## src/hdl/swmm_pkg.sv

```systemverilog
// Package for the sliding-window minimum/maximum block.
// Holds default sizes, the register width, the deque sequencer states and the
// control word that the top level hands to each deque unit. Depends on nothing.
package swmm_pkg;

  localparam int WINDOW_MAX_DEF   = 64;
  localparam int SAMPLE_WIDTH_DEF = 32;

  // Width and reset value of the window_size register.
  localparam int CFG_WIDTH = 7;
  localparam logic [CFG_WIDTH-1:0] WINDOW_SIZE_RST = CFG_WIDTH'(1);

  typedef enum logic [1:0] {
    DQ_IDLE,
    DQ_FRONT,
    DQ_BACK,
    DQ_DONE
  } dq_state_t;

  typedef struct packed {
    logic go;     // start one word; sample, position and window are valid
    logic clear;  // empty the deque before this word
    logic ack;    // result has been taken
  } dq_ctrl_t;

endpackage

```

## src/hdl/swmm_ram.sv

```systemverilog
// Generic single-port-write, single-port-read RAM with a registered read.
// Used for the deque rings of the sliding-window block. No dependencies.
module swmm_ram #(
  parameter int WIDTH = 32,
  parameter int DEPTH = 64
) (
  input  logic                                  clk,
  input  logic                                  we,
  input  logic [(DEPTH > 1 ? $clog2(DEPTH) : 1)-1:0] waddr,
  input  logic [WIDTH-1:0]                      wdata,
  input  logic [(DEPTH > 1 ? $clog2(DEPTH) : 1)-1:0] raddr,
  output logic [WIDTH-1:0]                      rdata
);

  logic [WIDTH-1:0] mem [DEPTH];

  always_ff @(posedge clk) begin
    if (we) begin
      mem[waddr] <= wdata;
    end
    rdata <= mem[raddr];
  end

endmodule

```

## src/hdl/swmm_deque.sv

```systemverilog
// One monotonic deque kept as a ring in a RAM, with its sequencer.
// Depends on swmm_pkg (states, control word) and swmm_ram.
module swmm_deque #(
  parameter int WINDOW_MAX   = swmm_pkg::WINDOW_MAX_DEF,
  parameter int SAMPLE_WIDTH = swmm_pkg::SAMPLE_WIDTH_DEF,
  parameter bit KEEP_MIN     = 1'b1
) (
  input  logic                                  clk,
  input  logic                                  rst_n,
  input  swmm_pkg::dq_ctrl_t                    ctrl,
  input  logic [SAMPLE_WIDTH-1:0]               sample,
  input  logic [$clog2(2*WINDOW_MAX)-1:0]       pos,
  input  logic [$clog2(WINDOW_MAX+1)-1:0]       win,
  output logic                                  done,
  output logic [SAMPLE_WIDTH-1:0]               result
);

  localparam int POS_MOD = 2 * WINDOW_MAX;
  localparam int POS_W   = $clog2(POS_MOD);
  localparam int CNT_W   = $clog2(WINDOW_MAX + 1);
  localparam int AW      = (WINDOW_MAX > 1) ? $clog2(WINDOW_MAX) : 1;
  localparam int SUM_W   = CNT_W + 1;
  localparam int ENT_W   = SAMPLE_WIDTH + POS_W;

  swmm_pkg::dq_state_t state_r, state_nxt;
  logic [AW-1:0]           h_r, h_nxt;
  logic [CNT_W-1:0]        c_r, c_nxt;
  logic [SAMPLE_WIDTH-1:0] sample_r, sample_nxt;
  logic [POS_W-1:0]        pos_r, pos_nxt;
  logic [CNT_W-1:0]        win_r, win_nxt;
  logic [SAMPLE_WIDTH-1:0] front_r, front_nxt;
  logic [SAMPLE_WIDTH-1:0] res_r, res_nxt;

  logic                    we;
  logic [AW-1:0]           wr_addr;
  logic [ENT_W-1:0]        wr_data;
  logic [AW-1:0]           rd_addr;
  logic [ENT_W-1:0]        rd_data;
  logic [SAMPLE_WIDTH-1:0] rd_val;
  logic [POS_W-1:0]        rd_pos;
  logic [POS_W-1:0]        age;
  logic                    expired;
  logic                    dominated;
  logic [AW-1:0]           h_inc;

  // Ring slot h + k, with k at most WINDOW_MAX.
  function automatic logic [AW-1:0] ring_add(input logic [AW-1:0] h,
                                             input logic [CNT_W-1:0] k);
    logic [SUM_W-1:0] s;
    s = SUM_W'(h) + SUM_W'(k);
    if (s >= SUM_W'(WINDOW_MAX)) begin
      s = s - SUM_W'(WINDOW_MAX);
    end
    return AW'(s);
  endfunction

  swmm_ram #(
    .WIDTH (ENT_W),
    .DEPTH (WINDOW_MAX)
  ) u_ram (
    .clk   (clk),
    .we    (we),
    .waddr (wr_addr),
    .wdata (wr_data),
    .raddr (rd_addr),
    .rdata (rd_data)
  );

  assign rd_val = rd_data[SAMPLE_WIDTH-1:0];
  assign rd_pos = rd_data[ENT_W-1:SAMPLE_WIDTH];

  // Positions wrap at twice the window limit; the age is the modular distance.
  always_comb begin
    if (pos_r >= rd_pos) begin
      age = pos_r - rd_pos;
    end else begin
      age = pos_r - rd_pos + POS_W'(POS_MOD);
    end
  end

  assign expired = (age >= POS_W'(win_r));
  assign dominated = KEEP_MIN ? ($signed(sample_r) <= $signed(rd_val))
                              : ($signed(sample_r) >= $signed(rd_val));
  assign h_inc = ring_add(h_r, CNT_W'(1));

  always_comb begin
    state_nxt  = state_r;
    h_nxt      = h_r;
    c_nxt      = c_r;
    sample_nxt = sample_r;
    pos_nxt    = pos_r;
    win_nxt    = win_r;
    front_nxt  = front_r;
    res_nxt    = res_r;
    we         = 1'b0;
    wr_addr    = h_r;
    wr_data    = {pos_r, sample_r};
    rd_addr    = h_r;

    if (ctrl.go) begin
      sample_nxt = sample;
      pos_nxt    = pos;
      win_nxt    = win;
      if (ctrl.clear || (c_r == '0)) begin
        // Empty deque: the new sample is the whole deque and its extreme.
        h_nxt     = ctrl.clear ? '0 : h_r;
        we        = 1'b1;
        wr_addr   = h_nxt;
        wr_data   = {pos, sample};
        c_nxt     = CNT_W'(1);
        res_nxt   = sample;
        state_nxt = swmm_pkg::DQ_DONE;
      end else begin
        rd_addr   = h_r;
        state_nxt = swmm_pkg::DQ_FRONT;
      end
    end else begin
      unique case (state_r)
        swmm_pkg::DQ_IDLE: begin
        end
        swmm_pkg::DQ_FRONT: begin
          if (expired) begin
            h_nxt = h_inc;
            c_nxt = c_r - CNT_W'(1);
            if (c_r == CNT_W'(1)) begin
              we        = 1'b1;
              wr_addr   = h_inc;
              c_nxt     = CNT_W'(1);
              res_nxt   = sample_r;
              state_nxt = swmm_pkg::DQ_DONE;
            end else begin
              rd_addr = h_inc;
            end
          end else begin
            // This entry stays at the front unless the back scan empties the deque.
            front_nxt = rd_val;
            rd_addr   = ring_add(h_r, c_r - CNT_W'(1));
            state_nxt = swmm_pkg::DQ_BACK;
          end
        end
        swmm_pkg::DQ_BACK: begin
          if (dominated) begin
            c_nxt = c_r - CNT_W'(1);
            if (c_r == CNT_W'(1)) begin
              we        = 1'b1;
              wr_addr   = h_r;
              c_nxt     = CNT_W'(1);
              res_nxt   = sample_r;
              state_nxt = swmm_pkg::DQ_DONE;
            end else begin
              rd_addr = ring_add(h_r, c_r - CNT_W'(2));
            end
          end else begin
            we        = 1'b1;
            wr_addr   = ring_add(h_r, c_r);
            c_nxt     = c_r + CNT_W'(1);
            res_nxt   = front_r;
            state_nxt = swmm_pkg::DQ_DONE;
          end
        end
        swmm_pkg::DQ_DONE: begin
          if (ctrl.ack) begin
            state_nxt = swmm_pkg::DQ_IDLE;
          end
        end
      endcase
    end
  end

  always_ff @(posedge clk) begin
    if (!rst_n) begin
      state_r <= swmm_pkg::DQ_IDLE;
      h_r     <= '0;
      c_r     <= '0;
    end else begin
      state_r <= state_nxt;
      h_r     <= h_nxt;
      c_r     <= c_nxt;
    end
  end

  always_ff @(posedge clk) begin
    sample_r <= sample_nxt;
    pos_r    <= pos_nxt;
    win_r    <= win_nxt;
    front_r  <= front_nxt;
    res_r    <= res_nxt;
  end

  assign done   = (state_r == swmm_pkg::DQ_DONE);
  assign result = res_r;

`ifndef ASSERT_OFF
  a_count_bound: assert property (@(posedge clk) disable iff (!rst_n)
    c_r <= CNT_W'(WINDOW_MAX))
    else $error("deque count above window limit");

  a_go_when_free: assert property (@(posedge clk) disable iff (!rst_n)
    ctrl.go |-> (state_r == swmm_pkg::DQ_IDLE || state_r == swmm_pkg::DQ_DONE))
    else $error("new word started while deque busy");

  a_busy_nonempty: assert property (@(posedge clk) disable iff (!rst_n)
    (state_r == swmm_pkg::DQ_FRONT || state_r == swmm_pkg::DQ_BACK ||
     state_r == swmm_pkg::DQ_DONE) |-> (c_r != '0))
    else $error("deque empty while scanning or after a push");

  a_ack_in_done: assert property (@(posedge clk) disable iff (!rst_n)
    ctrl.ack |-> (state_r == swmm_pkg::DQ_DONE))
    else $error("result taken before deque finished");

  a_push_finishes: assert property (@(posedge clk) disable iff (!rst_n)
    we |=> (state_r == swmm_pkg::DQ_DONE))
    else $error("push without finishing the word");
`endif

endmodule

```

## config.mk

```make
export PLATFORM = sky130hd
export DESIGN_NAME = swmm_deque
export DESIGN_NICKNAME = d
export VERILOG_FILES = /design/src/hdl/swmm_pkg.sv /design/src/hdl/swmm_ram.sv /design/src/hdl/swmm_deque.sv
export SDC_FILE = /design/constraint.sdc
export NUM_CORES = 2
export LEC_CHECK = 0
export BUFFER_PORTS_ARGS = -buffer_cell sky130_fd_sc_hd__buf_2
export CORE_MARGIN = 2
export CORE_UTILIZATION = 57
export DETAILED_ROUTE_END_ITERATION = 16
export PLACE_DENSITY_LB_ADDON = 0.1
export RECOVER_POWER = 100
export SLEW_MARGIN = 20
export SYNTH_ARGS = -nofsm -noshare
export SYNTH_HDL_FRONTEND = slang
export SYNTH_SLANG_ARGS = --single-unit
export TNS_END_PERCENT = 100
```

## constraint.sdc

```tcl
create_clock -name clk -period 5.8 [get_ports clk]
set_clock_uncertainty 0.1 [all_clocks]
set_input_delay 0.87 -clock clk [delete_from_list [all_inputs] [get_ports clk]]
set_output_delay 0.87 -clock clk [all_outputs]
set_load 0.01 [all_outputs]
```

==> reports/summary.log <==
INFO  synth          synth_seq_cells=2660
INFO  power_and_ir_drop p_clk_frac=0.294
INFO  clock_tree     clock_tree.root_cell=clkbuf_16
INFO  die            die_y=438um
INFO  clock_tree     clock_latency=940ps
INFO  setup_path     worstSetupStartpointType=flop
INFO  setup_path     timing.critical_path.to_type=flop
INFO  route          drtAntennaViolNets=0
INFO  power_and_ir_drop ir_drop=0.000344V
INFO  clock_tree     clock_sink_total=2660
INFO  layout         register_area=79300um^2
INFO  synth          post_synth_edffs=2606
INFO  layout         drive_above_1_share=0.162
INFO  place          place_congestion=0.906
INFO  global_routing grt_usage=0.313
INFO  setup_path     r2r_end=u_ram.rdata[33]$_DFF_P_
INFO  place          post-dp-hpwl=185000um
INFO  layout         synthToLayoutAreaGrowth=15.7%
INFO  layout         final-instance-count-excl-fill=10366
INFO  layout         area_of_the_multi_input_gates=26200um^2
INFO  synth          synth_area=107000um^2
INFO  setup_path     worst-endpoint-arrival=6420ps
INFO  route          avgRoutedWirePerCell=29.5um
INFO  outcome        violations=capacitance limit, slew limit
INFO  die            floorplan.rows=159
INFO  setup_path     rrSetupSlack=50ps
INFO  sta            grt_setup_unrepaired=true
INFO  clock_tree     worst_path_clk_slew=60ps
INFO  die            dieArea=192000um^2
INFO  global_routing initial_antenna_violation_count=17
INFO  job            cap_violations=1
INFO  setup_path     timing.reg2reg.worst_path_depth=17
INFO  outcome        outcome=finished with violations
INFO  synth          syn-num-nets=7240
INFO  global_routing global_route.overflow_total=0
INFO  min_path       hp-class=input port to flop
INFO  power_and_ir_drop seq_power_share=0.404
INFO  sta            period_needed=5750ps
INFO  layout         fillCellCount=13040
INFO  clock_tree     cts_buffer_depth=4
INFO  setup_path     timing.critical_path.fanout_max=14
INFO  die            fp.coreArea=187000um^2
INFO  sta            final_hold_viol_count=0
INFO  clock_tree     htreeDepth=5
INFO  sta            maxSlewHeadroom=-0.978
INFO  power_and_ir_drop p_int=39.1mW
INFO  route          dr_total_vias=66455
INFO  min_path       hold_path_end=sample_r[24]$_DFFE_PP_
INFO  route          drt-vias-per-instance=6.41
INFO  clock_tree     cts-buffers-inserted=290
INFO  power_and_ir_drop power.share.switching=0.328
INFO  power_and_ir_drop power.density=468nW/um^2
INFO  power_and_ir_drop power=58.1mW
INFO  synth          synth.avg_cell_area=15.1um^2
INFO  synth          seq_area_frac_synth=0.739
INFO  sta            finalCritPeriodShare=0.992
INFO  global_routing grt_start_max_net_pins=86
INFO  synth          synth_top_flop_cell=edfxtp_1
INFO  global_routing grt_first_pass_wirelength=437000um
INFO  clock_tree     cts_tree=built
INFO  sta            setup_violations=0
INFO  die            die-width=438um
INFO  synth          yosysWarnings=0
INFO  route          detail_route.wirelength=306000um
INFO  place          i_o_buffers=83
INFO  setup_path     critPathRequiredTime=6470ps
INFO  power_and_ir_drop power.leakage=43.3nW
INFO  setup_path     classification_of_the_worst_setup_path=flop to flop
INFO  power_and_ir_drop combinationalPowerShare=0.302
INFO  setup_path     reg2reg_launch_point=u_ram.rdata[7]$_DFF_P_
INFO  min_path       worst_hold_path.num_cells=1
INFO  die            start_util=0.573
INFO  place          numPlacedInstances=9801
INFO  route          drc=0
INFO  power_and_ir_drop netSwitchingPower=19.1mW
INFO  synth          netlist-cell-type-count=90
INFO  global_routing grt_pass1_vias=63111
INFO  sta            maxSlewViolCount=64
INFO  route          drt_iter0_markers=8203
INFO  synth          synthCells=7116
INFO  synth          post_synthesis_async_set_or_reset_flop_share=0
INFO  route          dr.pass1.iters=6
INFO  die            ios=84
INFO  layout         final_nets=7784
INFO  sta            tightestPinTransition=2970ps
INFO  sta            clock.fmax=174MHz
INFO  min_path       launch_point_of_the_worst_hold_path=sample[24]
-- power by group through the flow --
stage	logic, mW	clock network [mW]	registers [mW]
floorplan	9.48	0	23.4
global placement	16.5	0	23.8
detailed placement	16.8	0	23.8
CTS	17.0	17.3	23.4
global route	18.6	18.1	23.5
finish	17.6	17.1	23.5
-- through the flow --
stage                     instance area (um^2)  utilization  setup slack [ps]  TNS, ps  hold slack, ps
after global placement                  116000        0.617              -309    -1350             446
after global routing                    124000        0.662             -77.2    -7520            93.8
after detailed placement                116000        0.618              -113     -405             444
final                                   124000        0.663              45.6        0             111
after CTS                               125000        0.666             -9.35    -9.35            1.36
after floorplan                         107000            -              -285  -331110             308
-- cell usage after synthesis, drive strengths merged, types with 9 or more instances --
library cell	count	share of area
and3	386	0.022
clkbuf	275	0.0097
a21oi	154	0.0072
edfxtp	2606	0.73
nand2	1200	0.042
mux2i	506	0.047
buf	188	0.0099
a211oi	209	0.015
nor2b	9	0.00052
a32oi	39	0.0032
nand4	48	0.0028
a2111oi	78	0.0086
dfxtp	54	0.010
xnor2	18	0.0015
a22oi	43	0.0030
o211ai	45	0.0032
o21ai	218	0.010
ha	69	0.0080
nor2	117	0.0043
a21o	9	0.00063
a41oi	39	0.0032
xor2	14	0.0011
nand3	174	0.0081
o41ai	39	0.0032
inv	72	0.0025
and2	46	0.0027
a31oi	46	0.0027
a221oi	152	0.012
mux2	159	0.017
-- cells by family (layout without fill, tap and decap cells) --
logic type               count (synthesis)  after routing  synth area share
multiplexers                           667            667            0.0644
AND/OR/NAND/NOR                       2016           2017            0.0854
XOR/XNOR                                32             32           0.00261
adder cells (fa/ha/maj)                 73             73           0.00879
buffers and inverters                  536           1281            0.0222
flip-flops                            2660           2660             0.739
AO/OA/AOI/OAI                         1132           1133            0.0775
other                                    0              8                 0
-- flip-flops by register name, summed over array words and instances (netlist names) --
register and flops:
c_r 7, front_r 32, h_r 6, pos_r 7, result 32, sample_r 32, state_r 2, u_ram.mem 2496
u_ram.rdata 39, win_r 7
-- worst max-delay path by stage --
| stage | cells after the start | slack, ps | endpoint | startpoint |
|---|---|---|---|---|
| after floorplan | 20 | -280 | u_ram.mem[32][0]$_DFFE_PP_ | pos_r[0]$_DFFE_PP_ |
| after detailed placement | 23 | -110 | u_ram.rdata[32]$_DFF_P_ | u_ram.rdata[32]$_DFF_P_ |
| final | 17 | 50 | u_ram.rdata[33]$_DFF_P_ | u_ram.rdata[7]$_DFF_P_ |
| after global routing | 23 | -80 | u_ram.rdata[32]$_DFF_P_ | pos_r[0]$_DFFE_PP_ |
| after global placement | 24 | -310 | u_ram.rdata[33]$_DFF_P_ | pos_r[0]$_DFFE_PP_ |
| after CTS | 26 | -9 | u_ram.rdata[33]$_DFF_P_ | u_ram.rdata[32]$_DFF_P_ |
-- layer usage --
layer / track usage / share of wire
met1: 0.455 / 0.41
met5: 0 / 0.00091
met4: 0.0845 / 0.026
met2: 0.483 / 0.46
met3: 0.0662 / 0.11
-- repair_timing --
| action | 4_1_cts | 5_1_grt |
|---|---|---|
| buffers inserted | 12 | 23 |
| cloned | 4 | 8 |
| gates resized for setup | 7 | 53 |
| endpoints found under the setup margin | 5 | 36 |
| hold buffers | 18 | 0 |
| pin swaps | 6 | 13 |
| hold endpoints to repair | 18 | 0 |
-- cell type report --
type | count | area share
multi-input cells | 3922 | 0.211
flip-flops and latches | 2660 | 0.639
clock inverters | 108 | 0.00590
well taps | 2495 | 0.0251
inverters | 73 | 0.00221
repair buffers | 713 | 0.0531
clock buffers | 387 | 0.0638
diodes | 8 | 0.000161
-- critical path, stage by stage, from the launching register on --
cell and delay, ps:
dfxtp_1 710, inv_1 100, ha_1 340, a41oi_1 220
o21ai_1 170, a221o_1 420, o31ai_2 510, nand3_1 420
o211a_1 370, buf_12 130, buf_4 200, o2111ai_4 140
buf_12 190, buf_12 150, a211oi_1 60, a31oi_2 280
nand4_1 350, o211ai_1 670
-- cells in the final DEF, fill, tap and decap left out, drive strengths merged, types with 14 or more instances in the layout --
| cell type | n |
|---|---|
| a2111oi | 78 |
| a211oi | 209 |
| a21oi | 154 |
| a221oi | 152 |
| a22oi | 43 |
| a31oi | 46 |
| a32oi | 39 |
| a41oi | 39 |
| and2 | 46 |
| and3 | 386 |
| buf | 507 |
| clkbuf | 573 |
| clkinv | 96 |
| dfxtp | 54 |
| dlygate4sd3 | 18 |
| edfxtp | 2606 |
| ha | 69 |
| inv | 75 |
| mux2 | 159 |
| mux2i | 506 |
| nand2 | 1200 |
| nand3 | 174 |
| nand4 | 48 |
| nor2 | 118 |
| o211ai | 45 |
| o21ai | 218 |
| o41ai | 39 |
| xnor2 | 18 |
| xor2 | 14 |
(Power assumes the default switching activity.)
